$ cat config.mk
export PLATFORM = sky130hd
export DESIGN_NAME = ratiometric_current_sensor_averager_unit
export DESIGN_NICKNAME = d
export VERILOG_FILES = /design/src/rcsa_pkg.sv /design/src/rcsa_front.sv /design/src/rcsa_div.sv /design/src/rcsa_back.sv /design/src/ratiometric_current_sensor_averager_unit.sv
export SDC_FILE = /design/constraint.sdc
export NUM_CORES = 1
export LEC_CHECK = 0
export BUFFER_PORTS_ARGS = -buffer_cell sky130_fd_sc_hd__buf_2
export CAP_MARGIN = 20
export CORE_MARGIN = 2
export CORE_UTILIZATION = 43
export DETAILED_ROUTE_END_ITERATION = 8
export GPL_ROUTABILITY_DRIVEN = 1
export PLACE_DENSITY = 0.57
export SKIP_LAST_GASP = 1
export SLEW_MARGIN = 15
export SYNTH_ARGS = -nofsm -noshare
export SYNTH_HDL_FRONTEND = slang
export SYNTH_SLANG_ARGS = --single-unit
$ cat constraint.sdc
create_clock -name clk -period 9.2 [get_ports clk]
set_clock_uncertainty 0.2 [all_clocks]
set_input_delay 1.84 -clock clk [delete_from_list [all_inputs] [get_ports clk]]
set_output_delay 1.84 -clock clk [all_outputs]
set_load 0.02 [all_outputs]
$ cat src/rcsa_pkg.sv
// Shared types, widths and constants for the ratiometric current-sensor averager.
// Used by every module of the block; depends on nothing else.
package rcsa_pkg;

  localparam int ADC_W  = 10;
  localparam int CNT_W  = 16;
  localparam int TIME_W = 32;
  localparam int SUM_W  = 32;
  localparam int AVG_W  = 16;
  localparam int SUP_W  = ADC_W + 1;
  localparam int DIFF_W = ADC_W + 2;
  localparam int MAG_W  = ADC_W + 1;
  localparam int K_W    = 17;
  localparam int PROD_W = MAG_W + K_W;
  localparam int DIV_W  = 32;
  localparam int DVS_W  = 16;
  localparam int STEP_W = 5;
  localparam int CFG_W  = 32;
  localparam int IDX_W  = 2;

  localparam logic [IDX_W-1:0] CFG_SENSOR_MODEL = 2'd0;
  localparam logic [IDX_W-1:0] CFG_FEEDBACK_EN  = 2'd1;
  localparam logic [IDX_W-1:0] CFG_SAMPLES      = 2'd2;
  localparam logic [IDX_W-1:0] CFG_INTERVAL     = 2'd3;

  localparam logic [1:0] MODEL_100MV = 2'd0;
  localparam logic [1:0] MODEL_37MV  = 2'd1;

  localparam logic [K_W-1:0] K_MODEL0 = 17'd16500;
  localparam logic [K_W-1:0] K_MODEL1 = 17'd44595;
  localparam logic [K_W-1:0] K_MODEL2 = 17'd89189;

  localparam logic ACTION_SAMPLE = 1'b0;
  localparam logic ACTION_STATUS = 1'b1;

  localparam logic CAUSE_PERIODIC = 1'b0;
  localparam logic CAUSE_STATUS   = 1'b1;

  typedef struct packed {
    logic [1:0]        model;
    logic              fb_en;
    logic [CNT_W-1:0]  samples;
    logic [TIME_W-1:0] interval;
  } cfg_t;

  typedef struct packed {
    logic              is_status;
    logic              neg;
    logic [MAG_W-1:0]  mag;
    logic [SUP_W-1:0]  sup;
    logic [K_W-1:0]    k;
    logic [TIME_W-1:0] now;
  } item_t;

  typedef struct packed {
    logic             start;
    logic [DIV_W-1:0] dividend;
    logic [DVS_W-1:0] divisor;
  } div_req_t;

  typedef struct packed {
    logic             busy;
    logic             done;
    logic [DIV_W-1:0] quotient;
  } div_rsp_t;

  function automatic logic [K_W-1:0] k_of(input logic [1:0] model);
    logic [K_W-1:0] k;
    unique case (model)
      MODEL_100MV: k = K_MODEL0;
      MODEL_37MV:  k = K_MODEL1;
      default:     k = K_MODEL2;
    endcase
    return k;
  endfunction

endpackage

$ cat src/rcsa_front.sv
// Front end: classifies incoming transactions and queues them for the back end.
// Depends on rcsa_pkg for the item and configuration types.
module rcsa_front (
  input  logic                     clk,
  input  logic                     rst_n,
  input  rcsa_pkg::cfg_t           cfg,
  input  logic                     in_push,
  output logic                     in_full,
  input  logic                     in_action,
  input  logic [9:0]               in_adc_input,
  input  logic [9:0]               in_adc_supply,
  input  logic [31:0]              in_now_ms,
  output logic                     q_valid,
  output rcsa_pkg::item_t          q_item,
  input  logic                     q_pop
);
  import rcsa_pkg::*;

  item_t             item;
  logic [SUP_W-1:0]  sup;
  logic [DIFF_W-1:0] diff;
  logic              push_ok;

  item_t       mem_r [2];
  logic        wr_ptr_r, wr_ptr_nxt;
  logic        rd_ptr_r, rd_ptr_nxt;
  logic [1:0]  cnt_r, cnt_nxt;

  always_comb begin
    if (cfg.fb_en) begin
      sup = (in_adc_supply == '0) ? SUP_W'(1) : SUP_W'(in_adc_supply);
    end else begin
      sup = SUP_W'(1) << ADC_W;
    end
    diff = {1'b0, in_adc_input, 1'b0} - DIFF_W'(sup);
    item.is_status = (in_action == ACTION_STATUS);
    item.neg = diff[DIFF_W-1];
    item.mag = diff[DIFF_W-1] ? MAG_W'(-diff) : MAG_W'(diff);
    item.sup = sup;
    item.k = k_of(cfg.model);
    item.now = in_now_ms;
  end

  assign in_full = (cnt_r == 2'd2);
  assign push_ok = in_push && !in_full;
  assign q_valid = (cnt_r != 2'd0);
  assign q_item  = mem_r[rd_ptr_r];

  always_comb begin
    wr_ptr_nxt = push_ok ? !wr_ptr_r : wr_ptr_r;
    rd_ptr_nxt = q_pop ? !rd_ptr_r : rd_ptr_r;
    cnt_nxt = cnt_r + 2'(push_ok) - 2'(q_pop);
  end

  always_ff @(posedge clk) begin
    if (push_ok) begin
      mem_r[wr_ptr_r] <= item;
    end
  end

  always_ff @(posedge clk) begin
    if (!rst_n) begin
      wr_ptr_r <= 1'b0;
      rd_ptr_r <= 1'b0;
      cnt_r <= 2'd0;
    end else begin
      wr_ptr_r <= wr_ptr_nxt;
      rd_ptr_r <= rd_ptr_nxt;
      cnt_r <= cnt_nxt;
    end
  end

endmodule

$ cat src/rcsa_div.sv
// Restoring divider, one quotient bit per cycle, shared by both divisions.
// Depends on rcsa_pkg for the request and response types.
module rcsa_div (
  input  logic               clk,
  input  logic               rst_n,
  input  rcsa_pkg::div_req_t req,
  output rcsa_pkg::div_rsp_t rsp
);
  import rcsa_pkg::*;

  logic              busy_r, busy_nxt;
  logic              done_r, done_nxt;
  logic [STEP_W-1:0] step_r, step_nxt;
  logic [DVS_W-1:0]  rem_r, rem_nxt;
  logic [DIV_W-1:0]  quo_r, quo_nxt;
  logic [DVS_W-1:0]  dvs_r, dvs_nxt;
  logic [DVS_W:0]    rem_sh;

  always_comb begin
    busy_nxt = busy_r;
    done_nxt = 1'b0;
    step_nxt = step_r;
    rem_nxt = rem_r;
    quo_nxt = quo_r;
    dvs_nxt = dvs_r;
    rem_sh = {rem_r, quo_r[DIV_W-1]};
    if (req.start) begin
      busy_nxt = 1'b1;
      step_nxt = '0;
      rem_nxt = '0;
      quo_nxt = req.dividend;
      dvs_nxt = req.divisor;
    end else if (busy_r) begin
      if (rem_sh >= {1'b0, dvs_r}) begin
        rem_nxt = DVS_W'(rem_sh - {1'b0, dvs_r});
        quo_nxt = {quo_r[DIV_W-2:0], 1'b1};
      end else begin
        rem_nxt = rem_sh[DVS_W-1:0];
        quo_nxt = {quo_r[DIV_W-2:0], 1'b0};
      end
      step_nxt = step_r + STEP_W'(1);
      if (step_r == STEP_W'(DIV_W - 1)) begin
        busy_nxt = 1'b0;
        done_nxt = 1'b1;
      end
    end
  end

  always_ff @(posedge clk) begin
    if (!rst_n) begin
      busy_r <= 1'b0;
      done_r <= 1'b0;
      step_r <= '0;
    end else begin
      busy_r <= busy_nxt;
      done_r <= done_nxt;
      step_r <= step_nxt;
    end
  end

  always_ff @(posedge clk) begin
    rem_r <= rem_nxt;
    quo_r <= quo_nxt;
    dvs_r <= dvs_nxt;
  end

  assign rsp.busy = busy_r;
  assign rsp.done = done_r;
  assign rsp.quotient = quo_r;

endmodule

$ cat src/rcsa_back.sv
// Back end: converts, accumulates and averages samples and issues reports.
// Depends on rcsa_pkg and drives the shared divider through its request struct.
module rcsa_back (
  input  logic                     clk,
  input  logic                     rst_n,
  input  rcsa_pkg::cfg_t           cfg,
  input  logic                     q_valid,
  input  rcsa_pkg::item_t          q_item,
  output logic                     q_pop,
  output rcsa_pkg::div_req_t       div_req,
  input  rcsa_pkg::div_rsp_t       div_rsp,
  output logic                     out_empty,
  input  logic                     out_pop,
  output logic signed [15:0]       out_averaged_current_ma,
  output logic                     out_report_cause
);
  import rcsa_pkg::*;

  localparam logic [3:0] ST_IDLE  = 4'd0;
  localparam logic [3:0] ST_MUL   = 4'd1;
  localparam logic [3:0] ST_DIV1  = 4'd2;
  localparam logic [3:0] ST_WAIT1 = 4'd3;
  localparam logic [3:0] ST_ACC   = 4'd4;
  localparam logic [3:0] ST_DIV2  = 4'd5;
  localparam logic [3:0] ST_WAIT2 = 4'd6;
  localparam logic [3:0] ST_AVG   = 4'd7;
  localparam logic [3:0] ST_RPT   = 4'd8;
  localparam logic [3:0] ST_EMIT  = 4'd9;

  logic [3:0]        state_r, state_nxt;
  item_t             item_r, item_nxt;
  logic [PROD_W-1:0] prod_r, prod_nxt;
  logic [DIV_W-1:0]  quo_r, quo_nxt;
  logic [CNT_W-1:0]  cnt_r, cnt_nxt;
  logic [SUM_W-1:0]  sum_r, sum_nxt;
  logic [AVG_W-1:0]  avg_r, avg_nxt;
  logic [TIME_W-1:0] last_r, last_nxt;
  logic              cause_r, cause_nxt;
  logic              out_valid_r, out_valid_nxt;
  logic [AVG_W-1:0]  out_avg_r, out_avg_nxt;
  logic              out_cause_r, out_cause_nxt;

  logic [SUM_W+1:0]  q_ext;
  logic [SUM_W+1:0]  cur_ext;
  logic [SUM_W+1:0]  sum_wide;
  logic [SUM_W-1:0]  sum_sat;
  logic [CNT_W-1:0]  cnt_inc;
  logic [CNT_W-1:0]  n_eff;
  logic              blk_end;
  logic [DIV_W-1:0]  sum_abs;
  logic [TIME_W-1:0] deadline;
  logic              slot_free;

  always_comb begin
    n_eff = (cfg.samples == '0) ? CNT_W'(1) : cfg.samples;
    q_ext = (SUM_W+2)'(quo_r[PROD_W-1:0]);
    cur_ext = item_r.neg ? -q_ext : q_ext;
    sum_wide = {{2{sum_r[SUM_W-1]}}, sum_r} + cur_ext;
    if (sum_wide[SUM_W+1:SUM_W-1] == 3'b000 || sum_wide[SUM_W+1:SUM_W-1] == 3'b111) begin
      sum_sat = sum_wide[SUM_W-1:0];
    end else if (sum_wide[SUM_W+1]) begin
      sum_sat = {1'b1, {(SUM_W-1){1'b0}}};
    end else begin
      sum_sat = {1'b0, {(SUM_W-1){1'b1}}};
    end
    cnt_inc = cnt_r + CNT_W'(1);
    blk_end = (cnt_inc == '0) || (cnt_inc >= n_eff);
    sum_abs = sum_r[SUM_W-1] ? DIV_W'(-sum_r) : DIV_W'(sum_r);
    deadline = last_r + cfg.interval;
    slot_free = !out_valid_r || out_pop;
  end

  always_comb begin
    div_req.start = (state_r == ST_DIV1) || (state_r == ST_DIV2);
    if (state_r == ST_DIV1) begin
      div_req.dividend = DIV_W'(prod_r);
      div_req.divisor = DVS_W'(item_r.sup);
    end else begin
      div_req.dividend = sum_abs;
      div_req.divisor = n_eff;
    end
  end

  assign q_pop = (state_r == ST_IDLE) && q_valid;

  always_comb begin
    state_nxt = state_r;
    item_nxt = item_r;
    prod_nxt = prod_r;
    quo_nxt = quo_r;
    cnt_nxt = cnt_r;
    sum_nxt = sum_r;
    avg_nxt = avg_r;
    last_nxt = last_r;
    cause_nxt = cause_r;
    out_valid_nxt = out_pop ? 1'b0 : out_valid_r;
    out_avg_nxt = out_avg_r;
    out_cause_nxt = out_cause_r;
    unique case (state_r)
      ST_IDLE: begin
        if (q_valid) begin
          item_nxt = q_item;
          if (q_item.is_status) begin
            cause_nxt = CAUSE_STATUS;
            state_nxt = ST_EMIT;
          end else begin
            state_nxt = ST_MUL;
          end
        end
      end
      ST_MUL: begin
        prod_nxt = PROD_W'(item_r.mag) * PROD_W'(item_r.k);
        state_nxt = ST_DIV1;
      end
      ST_DIV1: begin
        state_nxt = ST_WAIT1;
      end
      ST_WAIT1: begin
        if (div_rsp.done) begin
          quo_nxt = div_rsp.quotient;
          state_nxt = ST_ACC;
        end
      end
      ST_ACC: begin
        sum_nxt = sum_sat;
        if (blk_end) begin
          cnt_nxt = '0;
          state_nxt = ST_DIV2;
        end else begin
          cnt_nxt = cnt_inc;
          state_nxt = ST_RPT;
        end
      end
      ST_DIV2: begin
        state_nxt = ST_WAIT2;
      end
      ST_WAIT2: begin
        if (div_rsp.done) begin
          quo_nxt = div_rsp.quotient;
          state_nxt = ST_AVG;
        end
      end
      ST_AVG: begin
        if (sum_r[SUM_W-1]) begin
          avg_nxt = (quo_r > DIV_W'(32768)) ? 16'h8000 : -AVG_W'(quo_r);
        end else begin
          avg_nxt = (quo_r > DIV_W'(32767)) ? 16'h7FFF : AVG_W'(quo_r);
        end
        sum_nxt = '0;
        state_nxt = ST_RPT;
      end
      ST_RPT: begin
        if (item_r.now > deadline) begin
          last_nxt = item_r.now;
          cause_nxt = CAUSE_PERIODIC;
          state_nxt = ST_EMIT;
        end else begin
          state_nxt = ST_IDLE;
        end
      end
      ST_EMIT: begin
        if (slot_free) begin
          out_valid_nxt = 1'b1;
          out_avg_nxt = avg_r;
          out_cause_nxt = cause_r;
          state_nxt = ST_IDLE;
        end
      end
      default: begin
        state_nxt = ST_IDLE;
      end
    endcase
  end

  always_ff @(posedge clk) begin
    if (!rst_n) begin
      state_r <= ST_IDLE;
      cnt_r <= '0;
      sum_r <= '0;
      avg_r <= '0;
      last_r <= '0;
      out_valid_r <= 1'b0;
    end else begin
      state_r <= state_nxt;
      cnt_r <= cnt_nxt;
      sum_r <= sum_nxt;
      avg_r <= avg_nxt;
      last_r <= last_nxt;
      out_valid_r <= out_valid_nxt;
    end
  end

  always_ff @(posedge clk) begin
    item_r <= item_nxt;
    prod_r <= prod_nxt;
    quo_r <= quo_nxt;
    cause_r <= cause_nxt;
    out_avg_r <= out_avg_nxt;
    out_cause_r <= out_cause_nxt;
  end

  assign out_empty = !out_valid_r;
  assign out_averaged_current_ma = out_avg_r;
  assign out_report_cause = out_cause_r;

endmodule

$ cat src/ratiometric_current_sensor_averager_unit.sv
// Ratiometric current-sensor averager: configuration registers, front queue,
// back-end sequencer and shared divider. Depends on rcsa_pkg and all rcsa_ modules.
// A status request passes the front queue and the idle and emit states; a sample also
// passes multiply, divide, accumulate and report, plus a second division at block end.
// Throughput: one transaction at a time in the back end; the front queue holds two.
// Reset: synchronous, active low; resets configuration, accumulators, queues and result.
module ratiometric_current_sensor_averager_unit (
  input  logic               clk,
  input  logic               rst_n,
  input  logic               cfg_we,
  input  logic [1:0]         cfg_index,
  input  logic [31:0]        cfg_wdata,
  input  logic               in_push,
  output logic               in_full,
  input  logic               in_action,
  input  logic [9:0]         in_adc_input,
  input  logic [9:0]         in_adc_supply,
  input  logic [31:0]        in_now_ms,
  output logic               out_empty,
  input  logic               out_pop,
  output logic signed [15:0] out_averaged_current_ma,
  output logic               out_report_cause
);
  import rcsa_pkg::*;

  cfg_t     cfg_r, cfg_nxt;
  logic     q_valid;
  item_t    q_item;
  logic     q_pop;
  div_req_t div_req;
  div_rsp_t div_rsp;

  always_comb begin
    cfg_nxt = cfg_r;
    if (cfg_we) begin
      unique case (cfg_index)
        CFG_SENSOR_MODEL: cfg_nxt.model = cfg_wdata[1:0];
        CFG_FEEDBACK_EN:  cfg_nxt.fb_en = cfg_wdata[0];
        CFG_SAMPLES:      cfg_nxt.samples = cfg_wdata[CNT_W-1:0];
        CFG_INTERVAL:     cfg_nxt.interval = cfg_wdata[TIME_W-1:0];
        default:          cfg_nxt = cfg_r;
      endcase
    end
  end

  always_ff @(posedge clk) begin
    if (!rst_n) begin
      cfg_r.model <= MODEL_100MV;
      cfg_r.fb_en <= 1'b0;
      cfg_r.samples <= CNT_W'(1);
      cfg_r.interval <= '0;
    end else begin
      cfg_r <= cfg_nxt;
    end
  end

  rcsa_front u_front (
    .clk           (clk),
    .rst_n         (rst_n),
    .cfg           (cfg_r),
    .in_push       (in_push),
    .in_full       (in_full),
    .in_action     (in_action),
    .in_adc_input  (in_adc_input),
    .in_adc_supply (in_adc_supply),
    .in_now_ms     (in_now_ms),
    .q_valid       (q_valid),
    .q_item        (q_item),
    .q_pop         (q_pop)
  );

  rcsa_div u_div (
    .clk   (clk),
    .rst_n (rst_n),
    .req   (div_req),
    .rsp   (div_rsp)
  );

  rcsa_back u_back (
    .clk                     (clk),
    .rst_n                   (rst_n),
    .cfg                     (cfg_r),
    .q_valid                 (q_valid),
    .q_item                  (q_item),
    .q_pop                   (q_pop),
    .div_req                 (div_req),
    .div_rsp                 (div_rsp),
    .out_empty               (out_empty),
    .out_pop                 (out_pop),
    .out_averaged_current_ma (out_averaged_current_ma),
    .out_report_cause        (out_report_cause)
  );

  a_reset_empty: assert property (@(posedge clk) !rst_n |=> out_empty)
    else $error("result queue not empty after reset");

  a_start_pulse: assert property (@(posedge clk) disable iff (!rst_n)
    div_req.start |=> !div_req.start)
    else $error("divider start held for more than one cycle");

  a_start_idle: assert property (@(posedge clk) disable iff (!rst_n)
    div_req.start |-> !div_rsp.busy)
    else $error("divider started while busy");

  a_pop_only_valid: assert property (@(posedge clk) disable iff (!rst_n)
    q_pop |-> q_valid)
    else $error("front queue popped while empty");

endmodule

Word level (Yosys, flattened, before mapping) --
Memories as Yosys holds them, arrays and structs flattened. A register that Yosys moved wholly into a read port is not among the register bits. Index checks and enable logic that the tools add are counted.
Word-level totals: register bits after elaboration 377, output and inout port bits 19, memories kept 1, memory bits (writable) 146, input bits 92, logic and storage cells 149
Operators by class: multiply operators 1, equal/unequal tests 22, multiplexer cells 42, bitwise operators 2, reductions and logical operators 34, add/sub/neg operators 12, order comparisons 5
Memories:
- u_front.mem_r | depth 2, bits a word 73, rd ports 1, clocked after memory_dff 1, write ports 1, line rcsa_front.sv:24 | item_t mem_r [2];
Operator list (count):
- $mux W32 | 5
- $mux W16 | 6
- $pmux W32 S2 | 1
- $mux W48 | 1
- $pmux W4 S10 | 1
- $add A34 B34 Y34 | 1
- $mux W34 | 1
- $neg A28 Y34 | 1
- $pmux W17 S2 | 1
- $add A32 B32 Y32 | 1
- $gt A32 B15 Y1 const B | 1
- $gt A32 B16 Y1 const B | 1
- $gt A32 B32 Y1 | 1
- $logic_not A16 Y1 | 2
- $neg A32 Y32 | 1
- $mul A11 B17 Y28 | 1
- $mux W4 | 7
- $mux W11 | 2
- $ge A17 B16 Y1 | 1
- $add A16 B1 Y16 const B | 1
- $eq A4 B3 Y1 const B | 4
- $ge A16 B16 Y1 | 1
- $neg A16 Y16 | 1
- $reduce_and A2 Y1 | 8
- other kinds (30) | 67

Depth between registers and ports, before layout --
Gate-level depths: netlist of the first run.
word-level depth 7, gate-level depth with buffers 23, depth with buffers taken out 21

Hierarchy --
A second synthesis of the first run with hierarchy kept.
Unflattened totals: cells, all modules 3170, area total of the unflattened synthesis 32279.7 µm²
Modules (own cells, without submodules):
- rcsa_back | area each 21084.0 µm², times used 1, seq. area each 6526.3 µm², cells an instance 2302
- rcsa_front | area each 5515.3 µm², times used 1, seq. area each 3703.6 µm², cells an instance 356
- rcsa_div | area each 3661.0 µm², times used 1, seq. area each 1901.8 µm², cells an instance 307
- ratiometric_current_sensor_averager_unit | area each 2019.4 µm², times used 1, seq. area each 1021.0 µm², cells an instance 205

Worst setup path before layout of the first run --
No wires, ideal clock.
path type flip-flop to flip-flop, start register u_back.item_r[47] (netlist name), end register u_back.prod_r[27] (data pin), buffers on the path 1, period minus slack after synthesis 5.770 ns, arrival 5.312 ns, path slack 3.430 ns, data required time 8.741 ns, library setup time 0.259 ns, cell stages (with the launch flop) 21, path through edfxtp_1 clkbuf_1 and2_1 inv_1 fa_1 inv_1 fa_1 fa_1 inv_1 fa_1 fa_1 inv_1 ha_1 a21o_1 a21o_1 a221o_1 a31o_2 a21oi_1 a211oi_1 o211a_1 a211o_1
On the way: word-level cells in the longest chain between the ends 1
RTL lines:
- start, declared | line rcsa_back.sv:31 | item_t item_r, item_nxt;
- start signal, assigned | line rcsa_back.sv:194 | item_r <= item_nxt;
- $mul A11 B17 Y28 | line rcsa_back.sv:112 | prod_nxt = PROD_W'(item_r.mag) * PROD_W'(item_r.k);
- end signal, assigned | line rcsa_back.sv:195 | prod_r <= prod_nxt;
- end, declared | line rcsa_back.sv:32 | logic [PROD_W-1:0] prod_r, prod_nxt;
No other way between the ends. A chain may end at the register's enable or synchronous reset.

Final worst setup path of the first run --
start register u_back.quo_r[0], end register u_back.sum_r[21]
On the way: word-level cells in the longest chain between the ends 7, elaborated cells on any way between the ends 9, classes of those cells 2 x add/sub; 1 x eq/ne; 4 x mux; 2 x reduce/logical
RTL lines:
- start, declared | line rcsa_back.sv:33 | logic [DIV_W-1:0] quo_r, quo_nxt;
- start signal, assigned | line rcsa_back.sv:196 | quo_r <= quo_nxt;
- $neg A28 Y34 | line rcsa_back.sv:57 | cur_ext = item_r.neg ? -q_ext : q_ext;
- $mux W34 (*) | line rcsa_back.sv:57
- $add A34 B34 Y34 (*) | line rcsa_back.sv:58 | sum_wide = {{2{sum_r[SUM_W-1]}}, sum_r} + cur_ext;
- $eq A3 B3 Y1 or $logic_not A3 Y1 (tied branches) | line rcsa_back.sv:59 | if (sum_wide[SUM_W+1:SUM_W-1] == 3'b000 || sum_wide[SUM_W+1:SUM_W-1] == 3'b111) begin
- $logic_or A1 B1 Y1 | line rcsa_back.sv:59
- $mux W32 (*) | line rcsa_back.sv:59
- $pmux W32 S2 (*) | line rcsa_back.sv:99 | unique case (state_r)
- end signal, assigned | line rcsa_back.sv:186 | sum_r <= sum_nxt;
- end, declared | line rcsa_back.sv:35 | logic [SUM_W-1:0] sum_r, sum_nxt;
Mark *: on every way between the ends. The rest lies on a longest branch, timed or not.

==> run_results.csv, run 1 <==
group,metric,value,unit
detailed_routing,post_drt_wl_per_cell,19.03,µm
final_layout,multiInputGateArea,0.01615,mm²
final_layout,fin_nets,3551,
placed_design,hpwl,58110,µm
critical_path,reg2reg_depth,19,
sta,post-route-period-util,70.46,%
sta,setup_slack,2.718,ns
detailed_routing,drcViolationCount,0,
synthesis,yosys.area_share.simple,13.82,%
sta,final-setup-viol-count,0,
global_route,antenna_found_initial,5,
synthesis,synth_top_family_by_area,"adder cells",
synthesis,synth-xor-area-share,5.272,%
clock_network,root_buffer,"clkbuf_16",
final_layout,seq_area,0.01276,mm²
global_route,grt.total_usage,21.02,%
global_route,overflow,0,
synthesis,synth_area_per_cell,9.962,µm²
sta,max_slew_margin,28.66,%
sta,finalCriticalPeriod,6.482,ns
critical_path,required,9.53,ns
clock_network,cts_max_level,2,
detailed_routing,met3_length,3930,µm
placed_design,dp.cells,4001,
synthesis,netlist_area,0.03038,mm²
synthesis,synthAdderAreaFrac,16.64,%
final_layout,area_growth,11.01,%
global_route,grt_pass1_wl,122900,µm
sta,finalHoldViolCount,0,
detailed_routing,dr.pass1.iters,5,
detailed_routing,drt_wl_total,78170,µm
clock_network,cts_resized,0,
synthesis,ys_async_sr_fraction,0,%
critical_path,worstPathArrival,6.81,ns
synthesis,yosysWarnings,0,
detailed_routing,vias,22670,
global_route,grt_max_degree,80,
job,maxCapViolations,0,
synthesis,netlist_instances,3049,
floorplan,start_util,43.38,%
synthesis,ys_seq_elements,485,
clock_network,cts_setup_buffers,0,
clock_network,clk_pin_slew_worst_paths,0.06,ns
floorplan,rows,97,
clock_network,tritoncts,"done",
placed_design,place_congestion,0.9029,
clock_network,numCtsBuffers,54,
synthesis,synth-edff-count,305,
floorplan,die_y,269.8,µm
sta,timing.setup.tns,0,ns
placed_design,dp_slack,2.795,ns
floorplan,ios,111,
detailed_routing,drt_iter0_drc,1690,
final_layout,layout_commonest_cell,"nand2_1",
detailed_routing,viasPerCell,5.519,
synthesis,synth_flop_cell,"edfxtp_1",
critical_path,endpoint_kind,"register",
hold_path,hp-class,"reg2reg",
synthesis,ys_seq_area_share,42.02,%
placed_design,io_buffers,110,
final_layout,final_cells,4107,
final_layout,fillCellCount,6531,
clock_network,cts_sinks,485,
clock_network,cts_hold_buffers,0,
sta,clock.fmax,154.3,MHz
synthesis,synth-compound-area-share,14.64,%
synthesis,syn_nets,3482,
clock_network,clk_latency,0.63,ns
hold_path,holdPathStages,0,
clock_network,clk_path_buf_depth,3,
run_status,status,"finished, final reports clean",
floorplan,core-area,0.07003,mm²
final_layout,final_cell_mix,"nand2_1, edfxtp_1, inv_1",
global_route,grt_pass1_vias,22250,
floorplan,dieArea,0.07278,mm²
detailed_routing,antenna_left,0,
critical_path,critPathMaxFanout,17,
detailed_routing,routedLengthMet1,37240,µm
critical_path,criticalPathCategory,"reg2reg",
final_layout,drive_above_1_share,10.56,%
sta,worstMarginPinSlew,1.065,ns
sta,rsz0062_at_grt,"false",
sta,slew_viol_final,0,
floorplan,die_w,269.8,µm
detailed_routing,wl_met2,35260,µm
detailed_routing,dr.max_layer_used,"met4",
critical_path,start_kind,"register",
synthesis,synth_cell_types,81,
synthesis,synth_mux_area_share,2.657,%
==> path summary, 6_finish.rpt <==
kind	from	end	slack, ns
max	u_back.quo_r[0]$_DFFE_PP_	u_back.sum_r[21]$_SDFFE_PN0P_	2.72
min	u_back.avg_r[3]$_SDFFE_PN0N_	u_back.out_averaged_current_ma[3]$_DFFE_PP_	0.22
max reg2reg	u_back.quo_r[0]$_DFFE_PP_	u_back.sum_r[21]$_SDFFE_PN0P_	2.72
min reg2reg	u_back.avg_r[3]$_SDFFE_PN0N_	u_back.out_averaged_current_ma[3]$_DFFE_PP_	0.22
==> metal layers <==
layer	vias up	GRT usage, %
met1	11020	30.30
li1	10980	-
met5	-	0
met4	0	5.731
met3	106	2.409
met2	562	33.51
==> synthesized netlist by cell type, types with 14 or more instances <==
cell type / count / area (µm²)
xor2_1: 77 / 674.4
o31ai_1: 35 / 262.8
a21oi_1: 245 / 1226
nor3b_1: 22 / 165.2
o21bai_1: 14 / 105.1
nor4_1: 17 / 106.4
a31oi_1: 30 / 187.7
nand2_1: 328 / 1231
ha_1: 236 / 2953
xnor2_1: 104 / 910.9
dfxtp_1: 180 / 3603
nand4_1: 20 / 125.1
a21o_1: 55 / 412.9
and2_1: 33 / 206.5
and3_1: 19 / 118.9
o211ai_1: 14 / 105.1
o21ai_0: 193 / 965.9
a211oi_1: 32 / 240.2
nand2b_1: 22 / 137.6
mux2_2: 61 / 686.9
nor3_1: 56 / 280.3
o21a_1: 22 / 165.2
inv_1: 263 / 987.2
fa_1: 105 / 2102
nor2_1: 138 / 518.0
nand3_1: 93 / 465.5
clkbuf_1: 103 / 386.6
edfxtp_1: 305 / 9159
or3_1: 25 / 156.4
nor2b_1: 19 / 118.9
==> state kept, by name (all words and copies together) (netlist names), 2 cells and up, named ones only <==
name	cells
u_div.quo_r	32
u_back.last_r	32
cfg_r	51
u_back.prod_r	28
u_front.mem_r	120
u_back.quo_r	32
u_back.state_r	4
u_div.dvs_r	16
u_back.sum_r	32
u_div.rem_r	16
u_div.step_r	5
u_front.cnt_r	2
u_back.out_averaged_current_ma	16
u_back.cnt_r	16
u_back.item_r	59
u_back.avg_r	16
==> cells by family after synthesis <==
logic type / after synthesis
AND/OR/NAND/NOR: 858
AO/OA/AOI/OAI: 725
flip-flops: 485
buffers and inverters: 385
adder cells (fa/ha/maj): 341
XOR/XNOR: 182
multiplexers: 73
==> metrics by stage <==
| step | utilization [%] | hold WS [ns] | cell area, µm² |
|---|---|---|---|
| after floorplan | - | 0.2003 | 30380 |
| after global placement | 45.42 | 0.2104 | 31810 |
| after detailed placement | 45.43 | 0.2128 | 31810 |
| after CTS | 48.11 | 0.2265 | 33690 |
| after global routing | 48.15 | 0.2342 | 33720 |
| final | 48.15 | 0.2240 | 33720 |
==> area by class of cell <==
type	count	area share (%)
clock buffer	66	4.290
multi-input combinational	2179	47.91
timing repair buffer	134	2.204
inverter	264	2.946
clock inverter	35	1.280
tap	940	3.488
sequential	485	37.86
antenna	4	0.02969
==> worst max-delay path, stage by stage, from the launching register on <==
cell and delay [ns]:
edfxtp_1 0.46, inv_1 0.13, ha_1 0.19, inv_1 0.08, nor3_1 0.30, nand3_1 0.26, or4_1 0.58, or4_1 0.65
o41ai_1 0.37, xnor2_1 0.12, ha_1 0.23, a21o_1 0.18, a21oi_1 0.15, nor2b_1 0.08, o41a_1 0.33, a32o_1 0.28
o31a_1 0.37, o21ai_2 0.70, nand3_2 0.45, a31oi_1 0.27
Power of run 1 is left out: the tool's default activity adds up to more than one toggle a clock period on the data nets, which glitch-free logic cannot reach.
==> inputs of run 2 (changes only) <==
==> constraint.sdc (replaced) <==
create_clock -name clk -period 6.6 [get_ports clk]
set_clock_uncertainty 0.2 [all_clocks]
set_input_delay 1.32 -clock clk [delete_from_list [all_inputs] [get_ports clk]]
set_output_delay 1.32 -clock clk [all_outputs]
set_load 0.02 [all_outputs]
==> run 2 against run 1 <==
Effect of this change: critical path depth decreased by 1; global-route usage increased by 0.47 points; worst setup slack got worse by 2.3 ns; non-clock buffer count increased by 18; first-iteration DRC count decreased by 1.6%; maximum frequency increased by 5.3%; register-to-register slack got worse by 2.3 ns; critical path type unchanged; critical endpoint is now u_back.sum_r[5]$_SDFFE_PN0P_.
==> run_results.csv, run 2 (synthesized netlist as in run 1, its figures left out) <==
group,metric,value,unit
sta,finalHoldViolCount,0,
floorplan,core-area,0.07003,mm²
final_layout,final_cell_mix,"nand2_1, edfxtp_1, inv_1",
clock_network,cts_sinks,485,
sta,max_slew_margin,24.86,%
placed_design,io_buffers,110,
final_layout,multiInputGateArea,0.01616,mm²
clock_network,clk_path_buf_depth,3,
hold_path,hp-class,"reg2reg",
detailed_routing,vias,22590,
global_route,overflow,0,
placed_design,hpwl,59440,µm
critical_path,required,6.92,ns
detailed_routing,viasPerCell,5.475,
detailed_routing,drt_wl_total,78850,µm
sta,finalCriticalPeriod,6.158,ns
sta,worstMarginPinSlew,1.127,ns
critical_path,critPathMaxFanout,14,
final_layout,layout_commonest_cell,"nand2_1",
floorplan,ios,111,
detailed_routing,antenna_left,0,
critical_path,start_kind,"register",
global_route,grt_max_degree,75,
global_route,grt_pass1_vias,22600,
placed_design,dp_slack,0.1497,ns
sta,timing.setup.tns,0,ns
critical_path,worstPathArrival,6.48,ns
floorplan,die_w,269.8,µm
global_route,antenna_found_initial,3,
detailed_routing,drt_iter0_drc,1663,
final_layout,drive_above_1_share,11.22,%
clock_network,numCtsBuffers,54,
floorplan,dieArea,0.07278,mm²
clock_network,root_buffer,"clkbuf_16",
clock_network,cts_hold_buffers,0,
clock_network,clk_latency,0.61,ns
final_layout,area_growth,11.64,%
run_status,status,"finished, final reports clean",
final_layout,largest_reg_flops,120,
placed_design,place_congestion,0.9196,
final_layout,fillCellCount,6593,
detailed_routing,post_drt_wl_per_cell,19.11,µm
global_route,grt_pass1_wl,125200,µm
job,maxCapViolations,0,
sta,post-route-period-util,93.30,%
clock_network,tritoncts,"done",
floorplan,rows,97,
clock_network,cts_max_level,2,
floorplan,start_util,43.38,%
detailed_routing,drcViolationCount,0,
sta,clock.fmax,162.4,MHz
detailed_routing,dr.pass1.iters,6,
critical_path,endpoint_kind,"register",
floorplan,die_y,269.8,µm
sta,slew_viol_final,0,
final_layout,fin_nets,3569,
final_layout,regMostFlops,"u_front.mem_r",
global_route,grt.total_usage,21.49,%
final_layout,seq_area,0.01276,mm²
critical_path,criticalPathCategory,"reg2reg",
sta,final-setup-viol-count,0,
sta,setup_slack,0.4423,ns
sta,rsz0062_at_grt,"false",
clock_network,clk_pin_slew_worst_paths,0.06,ns
final_layout,reg_top3,"u_front.mem_r: 120 flops, u_back.item_r: 59 flops, cfg_r: 51 flops",
[run 2: changes by cell type in the layout (fill, tap and decap cells not counted), sizes merged]
cell / delta
inv: +5
clkbuf: +5
clkinv: -5
buf: +18
clkinvlp: -4
[run 2: layout make-up]
cell class                      count  area share [%]
Timing Repair Buffer              152           2.568
Antenna cell                        4         0.02952
Tap cell                          940           3.468
Multi-Input combinational cell   2179           47.66
Clock buffer                       71           4.538
Clock inverter                     31           1.162
Inverter                          264           2.930
Sequential cell                   485           37.64
[run 2: path summary, 6_finish.rpt]
kind	startpoint	endpoint	slack [ns]	cells past startpoint
setup / recovery	u_back.quo_r[1]$_DFFE_PP_	u_back.sum_r[5]$_SDFFE_PN0P_	0.44	18
hold / removal	u_back.avg_r[8]$_SDFFE_PN0N_	u_back.out_averaged_current_ma[8]$_DFFE_PP_	0.23	0
setup reg to reg	u_back.quo_r[1]$_DFFE_PP_	u_back.sum_r[5]$_SDFFE_PN0P_	0.44	18
hold reg to reg	u_back.avg_r[8]$_SDFFE_PN0N_	u_back.out_averaged_current_ma[8]$_DFFE_PP_	0.23	0
[run 2: through the flow]
step	util, %	hold slack [ns]	area, µm²	instances
floorplan	-	0.2003	30380	3049
global placement	45.57	0.2080	31910	4015
detailed placement	45.59	0.2087	31930	4016
CTS	48.36	0.2255	33860	4118
global route	48.42	0.2389	33910	4125
finish	48.43	0.2280	33910	4126
[run 2: worst max-delay path: stages, from the launching register on]
cell and delay, ns:
edfxtp_1 0.41, inv_1 0.10, ha_1 0.16, inv_1 0.07, nor3_1 0.31, nand3_1 0.28
or4_1 0.57, or4_1 0.68, o31ai_1 0.33, xnor2_1 0.10, ha_1 0.38, nand2_1 0.14
o41ai_2 0.55, a211oi_1 0.19, or4_2 0.74, o311ai_4 0.12, buf_4 0.21, nand3_4 0.18
o31ai_1 0.33
[run 2: repair_timing]
item | 4_1_cts | 5_1_grt
buffers inserted | 0 | 3
endpoints found under the setup margin | 0 | 17
gates resized for setup | 0 | 2
[run 2: routing by layer]
metal	wire, µm	track usage, %	part of all wire (%)	vias up
li1	-	-	-	11030
met1	37940	30.69	48	10910
met2	35670	34.64	45	536
met3	3337	2.285	4.2	114
met4	1900	6.009	2.4	0
met5	0	0	0	-
Power of run 2 is left out for the same reason.
==> inputs of run 3 (changes only) <==
--- a/config.mk
+++ b/config.mk
@@ -5,6 +5,7 @@
 export SDC_FILE = /design/constraint.sdc
 export NUM_CORES = 1
 export LEC_CHECK = 0
+export ABC_AREA = 1
 export BUFFER_PORTS_ARGS = -buffer_cell sky130_fd_sc_hd__buf_2
 export CAP_MARGIN = 20
 export CORE_MARGIN = 2
@@ -12,6 +13,7 @@
 export DETAILED_ROUTE_END_ITERATION = 8
 export GPL_ROUTABILITY_DRIVEN = 1
 export PLACE_DENSITY = 0.57
+export RECOVER_POWER = 25
 export SKIP_LAST_GASP = 1
 export SLEW_MARGIN = 15
 export SYNTH_ARGS = -nofsm -noshare
==> run 3 against run 2 <==
Effect of this change: the run now ends with max-capacitance violations, max-slew violations left; count of clock-buffer cells in the layout up 3; register-to-register slack improved by 0.49 ns; critical path depth stayed put; first-iteration DRC count fell by 0.90%; synthesized cell count rose by 25%; worst hold slack worse by 0.0024 ns; highest routed layer unchanged; non-clock buffer count shrank 13; worst setup slack better by 0.49 ns; sequential share of layout area fell by 0.96 points.
==> run_results.csv, run 3 <==
group,metric,value,unit
synthesis,synth_cell_types,58,
final_layout,drive_above_1_share,7.515,%
clock_network,clk_pin_slew_worst_paths,0.06,ns
clock_network,cts_hold_buffers,0,
clock_network,tritoncts,"done",
sta,rsz0062_at_grt,"false",
floorplan,dieArea,0.07569,mm²
global_route,grt_max_degree,67,
final_layout,final_cell_mix,"nand2_1, inv_1, edfxtp_1",
critical_path,cpMostUsedCell,"fa_1",
floorplan,die_y,275.1,µm
final_layout,final_cells,4911,
sta,timing.setup.tns,0,ns
final_layout,reg_top3,"u_front.mem_r: 120 flops, u_back.item_r: 59 flops, cfg_r: 51 flops",
run_status,violations,"max-capacitance violations, max-slew violations",
synthesis,yosysWarnings,0,
global_route,grt.total_usage,21.90,%
detailed_routing,viasPerCell,5.013,
floorplan,core-area,0.07283,mm²
synthesis,ys_async_sr_fraction,0,%
sta,slew_viol_final,132,
critical_path,start_kind,"register",
synthesis,synth_flop_cell,"edfxtp_1",
floorplan,ios,111,
sta,finalCriticalPeriod,5.668,ns
synthesis,netlist_instances,3817,
synthesis,synth_largest_area_cell,"edfxtp_1",
detailed_routing,drt_wl_total,82690,µm
placed_design,place_congestion,0.9293,
floorplan,rows,99,
final_layout,n_antenna_cell,0,
clock_network,clk_path_buf_depth,3,
job,maxCapViolations,3,
critical_path,critPathSlowestCell,"edfxtp_1",
critical_path,path_cells,"nand2_1, inv_1, fa_1, fa_1, ha_1, fa_1, inv_1, fa_1, inv_1, ha_1, nand2_1, o21ai_0, nor2_1, o21bai_1, a21oi_1, o21bai_1, a21oi_1, xor2_1",
detailed_routing,post_drt_wl_per_cell,16.84,µm
detailed_routing,dr.pass1.iters,5,
detailed_routing,antenna_left,0,
synthesis,synth-edff-count,305,
sta,finalHoldViolCount,0,
sta,max_slew_margin,-87.07,%
final_layout,largest_reg_flops,120,
critical_path,reg2reg_depth,18,
final_layout,layout_commonest_cell,"nand2_1",
global_route,antenna_found_initial,0,
final_layout,fin_nets,4344,
placed_design,hpwl,64810,µm
critical_path,endpoint_kind,"register",
floorplan,start_util,43.40,%
clock_network,clk_latency,0.62,ns
final_layout,area_growth,10.06,%
synthesis,yosysMostFrequentCell,"nand2_1",
detailed_routing,vias,24620,
critical_path,r2r_setup_slack,0.93,ns
critical_path,endpoint,"u_back.prod_r[25]$_DFFE_PP_",
clock_network,root_buffer,"clkbuf_16",
critical_path,critPathMaxFanout,11,
critical_path,criticalPathCategory,"reg2reg",
critical_path,worstReg2RegStart,"u_back.item_r[46]$_DFFE_PP_",
final_layout,fillCellCount,7295,
synthesis,yosys-top-cells-count,"nand2_1, inv_1, edfxtp_1, nor2_1, a21oi_1",
clock_network,cts_sinks,485,
clock_network,numCtsBuffers,53,
synthesis,netlist_area,0.03161,mm²
detailed_routing,drt_iter0_drc,1648,
synthesis,ys_seq_area_share,40.38,%
clock_network,cts_resized,0,
detailed_routing,drcViolationCount,0,
critical_path,rr_endpoint,"u_back.prod_r[25]$_DFFE_PP_",
sta,post-route-period-util,85.88,%
hold_path,hp-class,"reg2reg",
synthesis,netlist_top_cells_area,"edfxtp_1, nand2_1, dfxtp_1, ha_1, fa_1",
global_route,overflow,0,
synthesis,ys_seq_elements,485,
critical_path,worstPathArrival,5.82,ns
synthesis,synth_area_per_cell,8.281,µm²
placed_design,dp.cells,4815,
floorplan,die_w,275.1,µm
synthesis,synth_top_area_share,28.98,%
synthesis,syn_nets,4250,
sta,worstMarginPinSlew,2.806,ns
critical_path,slowest_delay,0.60,ns
clock_network,cts_setup_buffers,0,
placed_design,io_buffers,110,
clock_network,cts_max_level,2,
run_status,status,"finished, violations left",
final_layout,regMostFlops,"u_front.mem_r",
critical_path,required,6.75,ns
sta,clock.fmax,176.4,MHz
critical_path,startpoint,"u_back.item_r[46]$_DFFE_PP_",
global_route,grt_pass1_vias,23430,
sta,final-setup-viol-count,0,
global_route,grt_pass1_wl,130000,µm
run 3: cell types whose count changed in the layout (fill, tap and decap cells not counted), sizes merged, moves of 34 or more:
cell | previous run | this run
a21o | 55 | 10
a21oi | 246 | 280
buf | 152 | 109
inv | 269 | 541
mux2 | 61 | 0
nand2 | 330 | 1025
nand3 | 95 | 135
nor2 | 138 | 301
o21ai | 197 | 239
xnor2 | 105 | 58
run 3: logic make-up (layout without fill, tap and decap cells):
kind of cell	count (synthesis)	after routing	synth area share, %
AND/OR/NAND/NOR	1576	1576	20.75
buffers and inverters	646	781	7.917
AO/OA/AOI/OAI	628	628	11.06
flip-flops	485	485	40.38
adder cells (fa/ha/maj)	341	341	15.99
XOR/XNOR	141	141	3.907
run 3: how the worst min path moves through the flow:
| stage | startpoint | endpoint | slack [ns] | cells after the start |
|---|---|---|---|---|
| 2_1_floorplan | u_back.cause_r$_DFFE_PP_ | u_back.out_report_cause$_DFFE_PP_ | 0.20 | 0 |
| 3_3_place_gp | u_back.avg_r[11]$_SDFFE_PN0N_ | u_back.out_averaged_current_ma[11]$_DFFE_PP_ | 0.21 | 0 |
| 3_5_place_dp | u_back.avg_r[5]$_SDFFE_PN0N_ | u_back.out_averaged_current_ma[5]$_DFFE_PP_ | 0.21 | 0 |
| 4_1_cts | u_back.avg_r[5]$_SDFFE_PN0N_ | u_back.out_averaged_current_ma[5]$_DFFE_PP_ | 0.23 | 0 |
| 5_1_grt | u_back.avg_r[5]$_SDFFE_PN0N_ | u_back.out_averaged_current_ma[5]$_DFFE_PP_ | 0.24 | 0 |
| 6_report | u_back.avg_r[5]$_SDFFE_PN0N_ | u_back.out_averaged_current_ma[5]$_DFFE_PP_ | 0.23 | 0 |
run 3: stage by stage:
stage               util, %  area [µm²]  worst slack, ns  hold slack, ns
finish                47.77       34790           0.9322          0.2256
global route          47.77       34790           0.5579          0.2412
global placement      45.54       33170            1.039          0.2104
CTS                   47.82       34830           0.9443          0.2288
floorplan                 -       31610            1.378          0.2003
detailed placement    45.54       33170           0.9299          0.2133
run 3: cell type report:
cell class                      count  area [µm²]  share of cell area [%]
Multi-Input combinational cell   2686       16390                   47.12
Sequential cell                   485       12760                   36.68
Inverter                          546        2049                   5.891
Clock buffer                       74        1486                   4.273
Tap cell                          959        1200                   3.449
Timing Repair Buffer              139       720.7                   2.072
Clock inverter                     22       177.7                  0.5107
run 3: worst max-delay path, delay by kind of cell (launching register included):
kind | cells | cell delay (ns)
AOI/OAI and AO/OA | 5 | 1.18
xor gates and xnor gates | 1 | 0.15
adders and majority gates | 6 | 2.70
buffers and inverters | 3 | 0.25
DFF | 1 | 0.60
and+or+nand+nor | 3 | 0.36
run 3: metal layers:
layer	up-vias	wire length (µm)	GRT usage, %
met4	0	2010	6.046
met3	102	3016	2.086
met2	462	37210	35.27
met5	-	0	0
met1	11370	40450	31.46
li1	12680	-	-
Power of run 3 is left out for the same reason.
